[src/hw/rtl/led_strip_pulse_encoder_defines.svh]
// ----------------------------------------------------------------------------
// LED strip pulse encoder assertion macros
// Shared concurrent assertion helpers, empty under synthesis.
// ----------------------------------------------------------------------------
`ifndef LED_STRIP_PULSE_ENCODER_DEFINES_SVH
`define LED_STRIP_PULSE_ENCODER_DEFINES_SVH

`ifndef SYNTHESIS
// Same-cycle implication, checked outside reset
`define LSPE_ASSERT_IMPLY(label, clk, rst_n, ante, cons) \
    label: assert property (@(posedge clk) disable iff (!rst_n) (ante) |-> (cons)) \
        else $error("assertion failed");
// Next-cycle implication, checked outside reset
`define LSPE_ASSERT_NEXT(label, clk, rst_n, ante, cons) \
    label: assert property (@(posedge clk) disable iff (!rst_n) (ante) |=> (cons)) \
        else $error("assertion failed");
`else
`define LSPE_ASSERT_IMPLY(label, clk, rst_n, ante, cons)
`define LSPE_ASSERT_NEXT(label, clk, rst_n, ante, cons)
`endif

`endif

[src/hw/rtl/lspe_pkg.sv]
// ----------------------------------------------------------------------------
// LED strip pulse encoder package
// Field widths, register indexes, reset values, opcodes, frame constants and the phase type.
// ----------------------------------------------------------------------------
package lspe_pkg;

    localparam int unsigned CfgIndexWidth = 3;
    localparam int unsigned CfgDataWidth  = 16;
    localparam int unsigned ColourWidth   = 8;
    localparam int unsigned TickWidth     = 6;
    localparam int unsigned GapWidth      = 16;
    localparam int unsigned LedWidth      = 8;

    // Configuration register indexes
    localparam logic [CfgIndexWidth-1:0] REG_LED_COUNT   = 3'd0;
    localparam logic [CfgIndexWidth-1:0] REG_ZERO_HIGH   = 3'd1;
    localparam logic [CfgIndexWidth-1:0] REG_ONE_HIGH    = 3'd2;
    localparam logic [CfgIndexWidth-1:0] REG_BIT_PERIOD  = 3'd3;
    localparam logic [CfgIndexWidth-1:0] REG_LATCH       = 3'd4;

    // Register reset values
    localparam logic [LedWidth-1:0]  RST_LED_COUNT  = 8'd20;
    localparam logic [TickWidth-1:0] RST_ZERO_HIGH  = 6'd5;
    localparam logic [TickWidth-1:0] RST_ONE_HIGH   = 6'd13;
    localparam logic [TickWidth-1:0] RST_BIT_PERIOD = 6'd20;
    localparam logic [GapWidth-1:0]  RST_LATCH      = 16'd800;

    // Input opcode
    localparam logic OP_TICK  = 1'b0;
    localparam logic OP_START = 1'b1;

    // Frame sequencing
    localparam logic [2:0] LAST_BIT  = 3'd7;
    localparam logic [1:0] LAST_BYTE = 2'd2;
    localparam logic [1:0] BYTE_G    = 2'd0;
    localparam logic [1:0] BYTE_R    = 2'd1;
    localparam logic [1:0] BYTE_B    = 2'd2;

    typedef enum logic [1:0] {
        PH_IDLE = 2'd0,
        PH_GAP  = 2'd1,
        PH_DATA = 2'd2
    } phase_t;

endpackage

[src/hw/rtl/led_strip_pulse_encoder.sv]
// ----------------------------------------------------------------------------
// LED strip pulse encoder
// One transaction in is one tick of the single-wire LED waveform; each tick
// yields one transaction out with the line level, busy and frame end.
// ----------------------------------------------------------------------------
// Each result is registered in the output register when its transaction is accepted.
// Throughput: 1 transaction per cycle while m_tready is high; the sequencer state
//   and output register update in the same cycle, so ticks stream back to back.
// Reset: asynchronous, active low; sequencer idle, counters and colour zero,
//   registers at their default values, output register empty.
`include "led_strip_pulse_encoder_defines.svh"

module led_strip_pulse_encoder
    import lspe_pkg::*;
(
    input  logic                     clk,
    input  logic                     rst_n,
    // Configuration write port
    input  logic                     cfg_we,
    input  logic [CfgIndexWidth-1:0] cfg_index,
    input  logic [CfgDataWidth-1:0]  cfg_data,
    // Input stream
    input  logic                     s_tvalid,
    output logic                     s_tready,
    input  logic [23:0]              s_tdata,   // red[7:0], green[15:8], blue[23:16]
    input  logic                     s_tuser,   // opcode
    // Output stream
    output logic                     m_tvalid,
    input  logic                     m_tready,
    output logic [7:0]               m_tdata,   // line_level[0], busy_res[1], zero[7:2]
    output logic                     m_tlast    // frame_done
);

    // Configuration registers
    logic [LedWidth-1:0]  led_count_reg;
    logic [TickWidth-1:0] zero_high_reg;
    logic [TickWidth-1:0] one_high_reg;
    logic [TickWidth-1:0] bit_period_reg;
    logic [GapWidth-1:0]  latch_reg;

    // Sequencer state
    phase_t               phase_reg,       phase_next;
    logic [23:0]          colour_reg,      colour_next;
    logic [GapWidth-1:0]  gap_reg,         gap_next;
    logic [TickWidth-1:0] tick_reg,        tick_next;
    logic [2:0]           bit_reg,         bit_next;
    logic [1:0]           byte_reg,        byte_next;
    logic [LedWidth-1:0]  led_reg,         led_next;

    // Output register
    logic out_valid_reg;
    logic line_reg,  line_next;
    logic busy_reg,  busy_next;
    logic done_reg,  done_next;

    logic accept;
    logic [ColourWidth-1:0] in_red;
    logic [ColourWidth-1:0] in_green;
    logic [ColourWidth-1:0] in_blue;

    assign in_red   = s_tdata[7:0];
    assign in_green = s_tdata[15:8];
    assign in_blue  = s_tdata[23:16];

    // Take a new tick whenever the output register is free or being drained
    assign s_tready = !out_valid_reg || m_tready;
    assign accept   = s_tvalid && s_tready;

    // Write configuration registers
    always_ff @(posedge clk or negedge rst_n)
    begin
        if (!rst_n)
        begin
            led_count_reg  <= RST_LED_COUNT;
            zero_high_reg  <= RST_ZERO_HIGH;
            one_high_reg   <= RST_ONE_HIGH;
            bit_period_reg <= RST_BIT_PERIOD;
            latch_reg      <= RST_LATCH;
        end
        else if (cfg_we)
        begin
            case (cfg_index)
                REG_LED_COUNT:  led_count_reg  <= cfg_data[LedWidth-1:0];
                REG_ZERO_HIGH:  zero_high_reg  <= cfg_data[TickWidth-1:0];
                REG_ONE_HIGH:   one_high_reg   <= cfg_data[TickWidth-1:0];
                REG_BIT_PERIOD: bit_period_reg <= cfg_data[TickWidth-1:0];
                REG_LATCH:      latch_reg      <= cfg_data;
                default:        ;
            endcase
        end
    end

    // Compute one tick of the waveform and the next sequencer state
    always_comb
    begin
        logic [7:0]           cur_byte;
        logic                 cur_bit;
        logic [TickWidth-1:0] high_ticks;
        logic [TickWidth-1:0] tick_inc;
        logic [LedWidth:0]    led_inc;

        phase_next  = phase_reg;
        colour_next = colour_reg;
        gap_next    = gap_reg;
        tick_next   = tick_reg;
        bit_next    = bit_reg;
        byte_next   = byte_reg;
        led_next    = led_reg;
        line_next   = 1'b0;
        busy_next   = 1'b0;
        done_next   = 1'b0;

        if (phase_next != PH_GAP && phase_next != PH_DATA)
        begin
            phase_next = PH_IDLE;
        end

        // Start a frame from idle: latch colour, clear counters
        if (phase_next == PH_IDLE && s_tuser == OP_START)
        begin
            colour_next = {in_green, in_red, in_blue};
            gap_next    = '0;
            tick_next   = '0;
            bit_next    = '0;
            byte_next   = '0;
            led_next    = '0;
            phase_next  = (latch_reg != '0) ? PH_GAP : PH_DATA;
        end

        // Pick the bit in flight, green then red then blue, MSB first
        case (byte_next)
            BYTE_G:  cur_byte = colour_next[23:16];
            BYTE_R:  cur_byte = colour_next[15:8];
            BYTE_B:  cur_byte = colour_next[7:0];
            default: cur_byte = 8'h00;
        endcase
        cur_bit    = cur_byte[LAST_BIT - bit_next];
        high_ticks = cur_bit ? one_high_reg : zero_high_reg;
        tick_inc   = tick_next + 1'b1;
        led_inc    = {1'b0, led_next} + 1'b1;

        case (phase_next)
            PH_GAP:
            begin
                busy_next = 1'b1;
                gap_next  = gap_next + 1'b1;
                if (gap_next >= latch_reg)
                begin
                    gap_next   = '0;
                    tick_next  = '0;
                    bit_next   = '0;
                    byte_next  = '0;
                    led_next   = '0;
                    phase_next = PH_DATA;
                end
            end
            PH_DATA:
            begin
                busy_next = 1'b1;
                line_next = (tick_next < high_ticks);
                tick_next = tick_inc;
                // Advance bit, byte and LED at the end of a bit period
                if (tick_inc >= bit_period_reg || tick_inc == '0)
                begin
                    tick_next = '0;
                    if (bit_next != LAST_BIT)
                    begin
                        bit_next = bit_next + 1'b1;
                    end
                    else
                    begin
                        bit_next = '0;
                        if (byte_next < LAST_BYTE)
                        begin
                            byte_next = byte_next + 1'b1;
                        end
                        else
                        begin
                            byte_next = '0;
                            if (led_inc >= {1'b0, led_count_reg})
                            begin
                                done_next  = 1'b1;
                                gap_next   = '0;
                                led_next   = '0;
                                phase_next = PH_IDLE;
                            end
                            else
                            begin
                                led_next = led_inc[LedWidth-1:0];
                            end
                        end
                    end
                end
            end
            default: ;
        endcase
    end

    // Advance the sequencer on each accepted tick
    always_ff @(posedge clk or negedge rst_n)
    begin
        if (!rst_n)
        begin
            phase_reg  <= PH_IDLE;
            colour_reg <= '0;
            gap_reg    <= '0;
            tick_reg   <= '0;
            bit_reg    <= '0;
            byte_reg   <= '0;
            led_reg    <= '0;
        end
        else if (accept)
        begin
            phase_reg  <= phase_next;
            colour_reg <= colour_next;
            gap_reg    <= gap_next;
            tick_reg   <= tick_next;
            bit_reg    <= bit_next;
            byte_reg   <= byte_next;
            led_reg    <= led_next;
        end
    end

    // Hold the result until the downstream takes the transaction
    always_ff @(posedge clk or negedge rst_n)
    begin
        if (!rst_n)
        begin
            out_valid_reg <= 1'b0;
        end
        else if (s_tready)
        begin
            out_valid_reg <= s_tvalid;
        end
    end

    always_ff @(posedge clk)
    begin
        if (accept)
        begin
            line_reg <= line_next;
            busy_reg <= busy_next;
            done_reg <= done_next;
        end
    end

    assign m_tvalid = out_valid_reg;
    assign m_tdata  = {6'b0, busy_reg, line_reg};
    assign m_tlast  = done_reg;

    // Checks on the sequencer and output register
    `LSPE_ASSERT_IMPLY(a_line_needs_busy, clk, rst_n, m_tvalid && m_tdata[0], m_tdata[1])
    `LSPE_ASSERT_IMPLY(a_done_needs_busy, clk, rst_n, m_tvalid && m_tlast, m_tdata[1])
    `LSPE_ASSERT_IMPLY(a_idle_counters_clear, clk, rst_n, phase_reg == PH_IDLE, tick_reg == '0 && bit_reg == '0 && byte_reg == '0 && led_reg == '0)
    `LSPE_ASSERT_NEXT(a_stall_holds_done, clk, rst_n, m_tvalid && !m_tready, m_tvalid && $stable(done_reg))

endmodule
[config.mk]
export PLATFORM = sky130hd
export DESIGN_NAME = led_strip_pulse_encoder
export DESIGN_NICKNAME = d
export VERILOG_FILES = /design/src/hw/rtl/lspe_pkg.sv /design/src/hw/rtl/led_strip_pulse_encoder.sv
export VERILOG_INCLUDE_DIRS = /design/src /design/src/hw/rtl
export SDC_FILE = /design/constraint.sdc
export NUM_CORES = 1
export LEC_CHECK = 0
export ABC_AREA = 1
export BUFFER_PORTS_ARGS = -buffer_cell sky130_fd_sc_hd__buf_2
export CORE_ASPECT_RATIO = 1.2
export CORE_MARGIN = 4
export CORE_UTILIZATION = 45
export CTS_CLUSTER_DIAMETER = 100
export DETAILED_ROUTE_END_ITERATION = 8
export PLACE_DENSITY = 0.68
export SYNTH_ARGS = -nofsm -noshare
export SYNTH_HDL_FRONTEND = slang
export SYNTH_SLANG_ARGS = --single-unit
[constraint.sdc]
create_clock -name clk -period 3.9 [get_ports clk]
set_clock_uncertainty 0.05 [all_clocks]
set_input_delay 0.195 -clock clk [delete_from_list [all_inputs] [get_ports clk]]
set_output_delay 0.195 -clock clk [all_outputs]
set_load 0.01 [all_outputs]
==> results of run 1 <==
[worst min-delay path by stage]
stage / startpoint / to / slack, ps / cells past startpoint
after global placement: rst_n / colour_reg[6] / 250 / 1
final: cfg_data[9] / latch_reg[9] / 30 / 3
after detailed placement: rst_n / colour_reg[6] / 240 / 1
after floorplan: rst_n / bit_period_reg[0] / -150 / 0
after global routing: cfg_data[11] / latch_reg[11] / 40 / 3
after CTS: cfg_data[11] / latch_reg[11] / 30 / 3
[metrics by stage]
step | util | instances | instance area (sq um) | setup TNS [ps]
final | 0.5287 | 1299 | 8269 | 0
after global routing | 0.5287 | 1299 | 8269 | -112.4
after CTS | 0.5174 | 1290 | 8092 | -41.32
after detailed placement | 0.4986 | 1273 | 7797 | -931.2
after global placement | 0.4986 | 1273 | 7797 | 0
after floorplan | - | 1022 | 7244 | 0
[synthesized netlist by cell type]
cell	count
nor2_4	1
clkinv_1	1
nand3b_2	1
nor3_1	3
o22ai_1	3
inv_1	142
nand2_4	1
nand2_1	249
nor2_2	6
xnor2_2	1
o21ai_2	1
ha_1	44
edfxtp_1	3
nor2_1	112
nor4_1	5
o211ai_1	3
a21boi_0	1
o21ai_0	84
nor3b_2	1
dfstp_2	12
nand3_2	3
buf_1	1
o21a_1	1
inv_2	1
inv_4	1
nand4_2	2
buf_2	7
nand2_2	7
nand3_1	47
buf_4	10
nor3_2	2
a21oi_1	80
nand3b_1	3
dfrtp_1	92
xnor2_1	5
conb_1	1
buf_6	2
a31oi_1	17
mux2i_1	5
xor2_1	10
clkbuf_1	25
o21ai_1	14
nand4_1	7
[worst reg2reg max path: stages, from the launching register on]
cell and delay (ps):
dfrtp_1 390, inv_2 90, ha_4 220, nand2_8 100, inv_6 50, nor2_4 100
ha_4 140, nor3b_4 210, nand3_2 140, nor2_4 140, buf_4 130, xor2_1 260
ha_1 290, nand2_1 100, o21ai_0 100, a21oi_1 230, nand4_1 140, buf_6 160
buf_4 130, nor2_2 200, a21oi_1 100, a21oi_1 170
[power breakdown]
part	internal [mW]	total [mW]	leakage (nW)	switching, mW
clock	0.451	0.868	0.137	0.416
sequential	1.52	1.79	1.26	0.263
combinational	1.42	3.76	2.94	2.35
[per-layer routing]
layer / vias up / GRT usage
li1: 3392 / -
met1: 2972 / 0.2681
met2: 151 / 0.3176
met3: 29 / 0.02325
met4: 0 / 0.07424
met5: - / 0
[cell type report]
type	instances	area, sq um	share of cell area
clock buffers	12	246.5	0.02981
flip-flops and latches	107	2708	0.3274
multi-input cells	725	3857	0.4665
repair buffers	98	620.6	0.07505
well taps	208	260.3	0.03147
inverters	145	551.8	0.06673
clock inverters	4	25.02	0.003026
[cell families after synthesis]
kind of cell    after synthesis  share of synthesized area
simple gates                450                     0.2645
mux                           5                   0.006947
flops                       107                     0.3758
compound gates              204                     0.1474
buf+inv                     190                     0.1078
fa+ha+maj                    44                    0.07642
xor+xnor                     16                    0.02049
other cells                   1                  0.0005205
[repair_timing]
action / 4_1_cts / 5_1_grt
setup buffers: 0 / 8
pin swaps: 0 / 11
resized for setup: 2 / 30
hold endpoints to repair: 47 / 0
hold buffers: 1 / 0
cloned: 0 / 1
setup endpoints to repair: 19 / 38
==> results.sh, run 1 <==
export IMPL_grt_pass1_wl_mm=28.88
export IMPL_grt_pass1_vias=6052
export IMPL_yosysTopAreaCell="dfrtp_1"
export IMPL_nets=1179
export IMPL_post_route_min_period_ps=3728
export IMPL_clkTransAtPathRegs_ps=70
export IMPL_path_delay_family="simple AND/OR/NAND/NOR gates"
export IMPL_cp_max_fo=5
export IMPL_clk_insertion_delay_late_ps=360
export IMPL_setup_viol=0
export IMPL_synth_avg_cell_area_sq_um=7.084
export IMPL_htreeDepth=3
export IMPL_syn_to_final_growth_pct=14.78
export IMPL_top_layer_used="met4"
export IMPL_wl_met2_mm=8.303
export IMPL_nFillCells=1562
export IMPL_synthCells=1017
export IMPL_timing_critical_path_mode_cell="a21oi_1"
export IMPL_powerDensity_nw_per_um2=776.0
export IMPL_cap_violations=0
export IMPL_core_sq_um=15640
export IMPL_worstSetupStartpointType="flop"
export IMPL_largest_reg_flops=24
export IMPL_finalWorstSetupSlack_ps=172.3
export IMPL_timing_rr_start="phase_reg[0]"
export IMPL_wire_per_inst_um=13.53
export IMPL_start_util=0.4606
export IMPL_mostFrequentLayoutCells="247 x nand2_1, 139 x inv_1, 108 x nor2_1"
export IMPL_tightest_slew_ps=1014
export IMPL_endpoint="gap_reg[8]"
export IMPL_clock_sinks=107
export IMPL_critical_path_depth=21
export IMPL_final_common_cell="nand2_1"
export IMPL_synth_area_sq_um=7204
export IMPL_vias_per_cell=5.038
export IMPL_worstPathRequired_ps=4130
export IMPL_gr_usage_all_layers=0.1964
export IMPL_reg2reg_slack_ps=170
export IMPL_fin_crit_sh=0.9558
export IMPL_crit_path_max_incr_delay_ps=390
export IMPL_drive_gt1_frac=0.1558
export IMPL_yosysSeqAreaShare=0.3758
export IMPL_slew_headroom=0.3224
export IMPL_rsz0062_at_grt="true"
export IMPL_hold_class="primary input to flop"
export IMPL_pre_cts_ws_ps=-143.6
export IMPL_max_freq_ghz=0.2683
export IMPL_antenna_found_initial=0
export IMPL_drtIter0Drc=341
export IMPL_slew_violations=0
export IMPL_io_buffers=53
export IMPL_drc_errors=0
export IMPL_die_width_um=123.5
export IMPL_ir_drop_uv=304.5
export IMPL_die_area_sq_um=18110
export IMPL_crit_slowest_cell="dfrtp_1"
export IMPL_wirelength_mm=17.57
export IMPL_hpwl_mm=13.08
export IMPL_path_class="flop to flop"
export IMPL_cts_tree="built"
export IMPL_leakagePower_nw=4.333
export IMPL_reg2reg_to="gap_reg[8]"
export IMPL_reg2reg_depth=21
export IMPL_power_total_mw=6.417
export IMPL_vias=6544
export IMPL_ios=60
export IMPL_netlist_cell_type_count=43
export IMPL_wl_met3_um=778
export IMPL_dr_pass1_iters=8
export IMPL_ys_ff_latch=107
export IMPL_yosys_warnings=0
export IMPL_antenna_left=0
export IMPL_met1_length_mm=8.082
export IMPL_critPathCaptureType="flop"
export IMPL_clockBufferDepth=2
export IMPL_crit_path_start="phase_reg[0]"
export IMPL_grt_max_degree=55
export IMPL_grt_ovfl_total=0
export IMPL_worstPathArrival_ps=3960
export IMPL_hold_worst_slack_ps=29.99
export IMPL_cts_made_buffers=9
export IMPL_root_buffer="clkbuf_16"
export IMPL_die_h_um=146.6
export IMPL_cp_cell_sequence="inv_2 > ha_4 > nand2_8 > inv_6 > nor2_4 > ha_4 > nor3b_4 > nand3_2 > nor2_4 > buf_4 > xor2_1 > ha_1 > nand2_1 > o21ai_0 > a21oi_1 > nand4_1 > buf_6 > buf_4 > nor2_2 > a21oi_1 > a21oi_1"
export IMPL_synthTopCellsByArea="dfrtp_1 32%, nand2_1 13%, ha_1 7.6%, inv_1 7.4%, nor2_1 5.8%"
export IMPL_hold_viol=0
export IMPL_place_congestion=0.9494
export IMPL_num_rows=50
export IMPL_outcome="finished clean"
export IMPL_crit_buf_inv=5
export IMPL_antennaDiodeCount=0
export IMPL_synth_top_area_frac=0.3196
Power figures use the tool's default switching activity.
==> run 2, diff against run 1 <==
--- a/config.mk
+++ b/config.mk
@@ -14,6 +14,7 @@
 export CTS_CLUSTER_DIAMETER = 100
 export DETAILED_ROUTE_END_ITERATION = 8
 export PLACE_DENSITY = 0.68
+export SETUP_SLACK_MARGIN = 0.4
 export SYNTH_ARGS = -nofsm -noshare
 export SYNTH_HDL_FRONTEND = slang
 export SYNTH_SLANG_ARGS = --single-unit
==> run 2 against run 1 <==
First-iteration DRC count is 35% higher. Non-clock buffer count rose by 16. Flip-flop and latch count stayed put. Cell count grew 1.2%. Maximum frequency up 1.4%. Sequential share of layout area down 1.5 points. Design area rose by 4.8%. Critical path type unchanged. Highest routed layer unchanged.
==> results.sh, run 2 (synthesis results as in run 1) <==
export IMPL_outcome="finished clean"
export IMPL_cap_violations=0
export IMPL_fin_crit_sh=0.9422
export IMPL_largest_reg_flops=24
export IMPL_top_layer_used="met4"
export IMPL_path_class="flop to flop"
export IMPL_vias_per_cell=5.106
export IMPL_cp_max_fo=9
export IMPL_clk_insertion_delay_late_ps=360
export IMPL_power_total_mw=6.917
export IMPL_grt_pass1_vias=6463
export IMPL_dr_pass1_iters=5
export IMPL_nets=1195
export IMPL_cts_tree="built"
export IMPL_hpwl_mm=12.60
export IMPL_start_util=0.4606
export IMPL_grt_ovfl_total=0
export IMPL_die_width_um=123.5
export IMPL_hold_worst_slack_ps=30.15
export IMPL_drive_gt1_frac=0.1951
export IMPL_ios=60
export IMPL_clockBufferDepth=2
export IMPL_wl_met2_mm=8.662
export IMPL_slew_violations=0
export IMPL_met1_length_mm=8.496
export IMPL_worstPathRequired_ps=4090
export IMPL_clock_sinks=107
export IMPL_mostFrequentLayoutCells="242 x nand2_1, 137 x inv_1, 105 x nor2_1"
export IMPL_antenna_left=0
export IMPL_place_congestion=0.9139
export IMPL_slew_headroom=0.3006
export IMPL_core_sq_um=15640
export IMPL_hold_viol=0
export IMPL_worstSetupStartpointType="flop"
export IMPL_ir_drop_uv=459.3
export IMPL_wl_met3_um=745
export IMPL_powerDensity_nw_per_um2=798.1
export IMPL_syn_to_final_growth_pct=20.30
export IMPL_leakagePower_nw=4.496
export IMPL_drtIter0Drc=459
export IMPL_setup_viol=0
export IMPL_antennaDiodeCount=0
export IMPL_vias=6715
export IMPL_antenna_found_initial=0
export IMPL_gr_usage_all_layers=0.2120
export IMPL_wire_per_inst_um=13.91
export IMPL_critPathCaptureType="flop"
export IMPL_post_route_min_period_ps=3675
export IMPL_grt_pass1_wl_mm=31.19
export IMPL_worstPathArrival_ps=3870
export IMPL_final_common_cell="nand2_1"
export IMPL_die_area_sq_um=18110
export IMPL_die_h_um=146.6
export IMPL_num_rows=50
export IMPL_drc_errors=0
export IMPL_tightest_slew_ps=1046
export IMPL_hold_class="primary input to flop"
export IMPL_cts_made_buffers=9
export IMPL_clkTransAtPathRegs_ps=80
export IMPL_rsz0062_at_grt="true"
export IMPL_io_buffers=53
export IMPL_wirelength_mm=18.29
export IMPL_htreeDepth=3
export IMPL_fin_util=0.5542
export IMPL_grt_max_degree=77
export IMPL_max_freq_ghz=0.2721
export IMPL_root_buffer="clkbuf_16"
run 2: where the power goes:
| part | internal, mW | switching [mW] |
|---|---|---|
| Sequential | 1.52 | 0.255 |
| Clock | 0.503 | 0.441 |
| Combinational | 1.65 | 2.55 |
run 2: layout make-up:
type,count,area [sq um]
Fill cell,1498,6973
Clock inverter,7,75.07
Timing Repair Buffer,114,828.3
Multi-Input combinational cell,725,4014
Sequential cell,107,2708
Tap cell,208,260.3
Inverter,145,556.8
Clock buffer,9,225.2
run 2: worst paths after layout:
kind	start	endpoint	slack [ps]	depth (start not counted)
max	phase_reg[1]	led_reg[4]	230	24
min	cfg_data[9]	latch_reg[9]	30	3
max reg2reg	phase_reg[1]	led_reg[4]	230	24
min reg2reg	gap_reg[14]	gap_reg[14]	420	2
max in group asynchronous	rst_n	one_high_reg[0]	2310	3
min in group asynchronous	rst_n	colour_reg[23]	490	2
run 2: what timing repair did:
action,in CTS,in global routing
resized for setup,41,27
buffers inserted,26,12
endpoints found under the hold margin,11,0
setup endpoints to repair,38,38
cloned,2,0
hold buffers,1,0
pin swaps,21,19
run 2: metal layers:
layer,track usage,vias to the layer above
met5,0,-
met4,0.07036,0
met3,0.02906,26
met2,0.3374,160
met1,0.2960,3083
li1,-,3446
run 2: critical path, stage by stage (launching register included):
cell and delay [ps]:
dfrtp_1 420, ha_4 280, nand2_8 120, inv_12 50, nor2_4 120, ha_4 150, nor3b_4 200, nand3_2 140
nor2_4 120, nand3_2 90, xor2_2 200, inv_1 60, ha_1 270, nand2_1 60, inv_1 60, nand3_2 90
nor3_4 160, nand3_2 110, nand4_1 130, buf_6 140, buf_8 130, nand3_4 120, buf_4 180, nand2_1 50
a21oi_1 60
run 2: stage by stage:
| step | setup TNS (ps) | cells | setup WS [ps] | instance area (sq um) |
|---|---|---|---|---|
| 2_1_floorplan | 0 | 1022 | 220.2 | 7316 |
| 3_3_place_gp | 0 | 1258 | 103.4 | 7759 |
| 3_5_place_dp | -9.424 | 1258 | -9.424 | 7759 |
| 4_1_cts | 0 | 1303 | 403.0 | 8494 |
| 5_1_grt | 0 | 1315 | 26.30 | 8667 |
| 6_report | 0 | 1315 | 225.5 | 8667 |
==> run 3, diff against run 2 <==
--- a/config.mk
+++ b/config.mk
@@ -10,10 +10,11 @@
 export BUFFER_PORTS_ARGS = -buffer_cell sky130_fd_sc_hd__buf_2
 export CORE_ASPECT_RATIO = 1.2
 export CORE_MARGIN = 4
-export CORE_UTILIZATION = 45
+export CORE_UTILIZATION = 54
 export CTS_CLUSTER_DIAMETER = 100
 export DETAILED_ROUTE_END_ITERATION = 8
-export PLACE_DENSITY = 0.68
+export MAX_ROUTING_LAYER = met4
+export PLACE_DENSITY = 0.79
 export SETUP_SLACK_MARGIN = 0.4
 export SYNTH_ARGS = -nofsm -noshare
 export SYNTH_HDL_FRONTEND = slang
==> run 3 against run 2 <==
Core utilization grew 14 points. Combinational power grew 9.0%. Cell count shrank 2.5%. Non-clock buffer count grew 11. Worst setup slack lost 97 ps.
==> results.sh, run 3 (synthesis results as in run 1) <==
export IMPL_place_area_sq_um=7676
export IMPL_fin_crit_sh=0.9670
export IMPL_outcome="finished clean"
export IMPL_die_h_um=134.5
export IMPL_cp_max_fo=8
export IMPL_nFillCells=979
export IMPL_root_buffer="clkbuf_16"
export IMPL_nets=1206
export IMPL_design_area_sq_um=8882
export IMPL_gr_usage_all_layers=0.2559
export IMPL_crit_slowest_cell="dfrtp_1"
export IMPL_hold_class="primary input to flop"
export IMPL_final_cells=1282
export IMPL_powerDensity_nw_per_um2=831.1
export IMPL_crit_path_max_incr_delay_ps=410
export IMPL_max_freq_ghz=0.2651
export IMPL_syn_to_final_growth_pct=23.29
export IMPL_finalSetupTns_ps=0
export IMPL_hpwl_mm=12.43
export IMPL_regArea_sq_um=2708
export IMPL_num_rows=45
export IMPL_grt_pass1_vias=6619
export IMPL_antennaDiodeCount=0
export IMPL_grt_max_degree=56
export IMPL_core_sq_um=12840
export IMPL_hold_viol=0
export IMPL_grt_ovfl_total=0
export IMPL_die_area_sq_um=15260
export IMPL_ir_drop_uv=499.7
export IMPL_hold_worst_slack_ps=20.00
export IMPL_slew_headroom=0.3154
export IMPL_cap_violations=0
export IMPL_antenna_found_initial=0
export IMPL_clockBufferDepth=2
export IMPL_path_class="flop to flop"
export IMPL_crit_buf_inv=6
export IMPL_clk_insertion_delay_late_ps=360
export IMPL_power_total_mw=7.382
export IMPL_dp_cells=1212
export IMPL_ios=60
export IMPL_mostFrequentLayoutCells="233 x nand2_1, 135 x inv_1, 102 x nor2_1"
export IMPL_drive_gt1_frac=0.2174
export IMPL_start_util=0.5612
export IMPL_path_delay_family="simple AND/OR/NAND/NOR gates"
export IMPL_largest_reg_flops=24
export IMPL_wire_per_inst_um=15.69
export IMPL_multi_input_area_sq_um=4167
export IMPL_drc_errors=0
export IMPL_io_buffers=53
export IMPL_vias_per_cell=5.622
export IMPL_htreeDepth=3
export IMPL_die_width_um=113.4
export IMPL_place_congestion=0.9346
export IMPL_rsz0062_at_grt="true"
export IMPL_drtIter0Drc=607
export IMPL_slew_violations=0
export IMPL_worstPathArrival_ps=3980
export IMPL_cts_made_buffers=9
export IMPL_clkTransAtPathRegs_ps=70
export IMPL_worstPathRequired_ps=4100
export IMPL_clock_sinks=107
export IMPL_wirelength_mm=20.11
export IMPL_post_route_min_period_ps=3771
export IMPL_cts_tree="built"
export IMPL_tightest_slew_ps=1024
export IMPL_dr_pass1_iters=5
export IMPL_timing_critical_path_mode_cell="nand2_1"
export IMPL_critPathCaptureType="flop"
export IMPL_worstSetupStartpointType="flop"
export IMPL_leakagePower_nw=4.595
export IMPL_setup_viol=0
export IMPL_final_common_cell="nand2_1"
export IMPL_vias=7208
export IMPL_grt_pass1_wl_mm=31.18
export IMPL_antenna_left=0
-- run 3: worst reg2reg max path: stages (launching register included) --
cell	delay [ps]
dfrtp_1	410
inv_2	90
ha_4	210
nand2_8	140
inv_12	60
nor2_4	130
ha_4	150
nor3b_4	210
nand3_2	150
nor2_4	140
nand3_2	110
xor2_2	190
inv_1	70
ha_1	270
nand2_1	60
inv_1	70
nand3_2	80
nor3_2	150
nand3_1	120
nand4_1	120
buf_6	150
buf_8	140
nand3_4	130
nand2_1	110
nand2_1	50
nand2_1	50
nand2_1	60
-- run 3: path summary, 6_finish.rpt --
path	endpoint	slack, ps	startpoint	depth (start not counted)
worst max register to register	led_reg[5]	130	phase_reg[0]	26
worst min-delay path	latch_reg[8]	20	cfg_data[8]	3
max in group asynchronous	latch_reg[5]	2520	rst_n	3
min in group asynchronous	colour_reg[18]	390	rst_n	2
worst min register to register	gap_reg[14]	430	gap_reg[14]	2
worst max-delay path	led_reg[5]	130	phase_reg[0]	26
-- run 3: per-stage QoR --
stage               setup slack [ps]    util
finish                         128.5  0.6919
floorplan                      220.2       -
CTS                            363.9  0.6553
global route                  -77.11  0.6919
global placement               129.7  0.5980
detailed placement             49.07  0.5980
-- run 3: where the power goes --
part           switching, mW  leakage, nW  internal [mW]
clock                  0.431        0.155          0.568
combinational           2.82         3.18           1.75
sequential             0.286         1.26           1.52
total                   3.54         4.60           3.84
-- run 3: timing repair --
| action | 4_1_cts | 5_1_grt |
|---|---|---|
| gates cloned | 1 | 1 |
| pin swaps | 25 | 32 |
| setup endpoints to repair | 38 | 38 |
| endpoints found under the hold margin | 53 | 0 |
| resized for setup | 42 | 74 |
| hold buffers | 1 | 0 |
| buffers inserted | 34 | 17 |
-- run 3: layout make-up --
class | count | share of cell area
flip-flops and latches | 107 | 0.3048
clock buffers | 11 | 0.02620
inverters | 145 | 0.06409
repair buffers | 125 | 0.1033
multi-input cells | 725 | 0.4691
clock inverters | 5 | 0.009438
well taps | 164 | 0.02310
-- run 3: layer usage --
metal	vias up	global-route usage	part of all wire
li1	3453	-	-
met1	3306	0.3355	0.41
met2	366	0.4035	0.47
met3	83	0.03407	0.073
met4	0	0.1035	0.044
met5	-	-	0
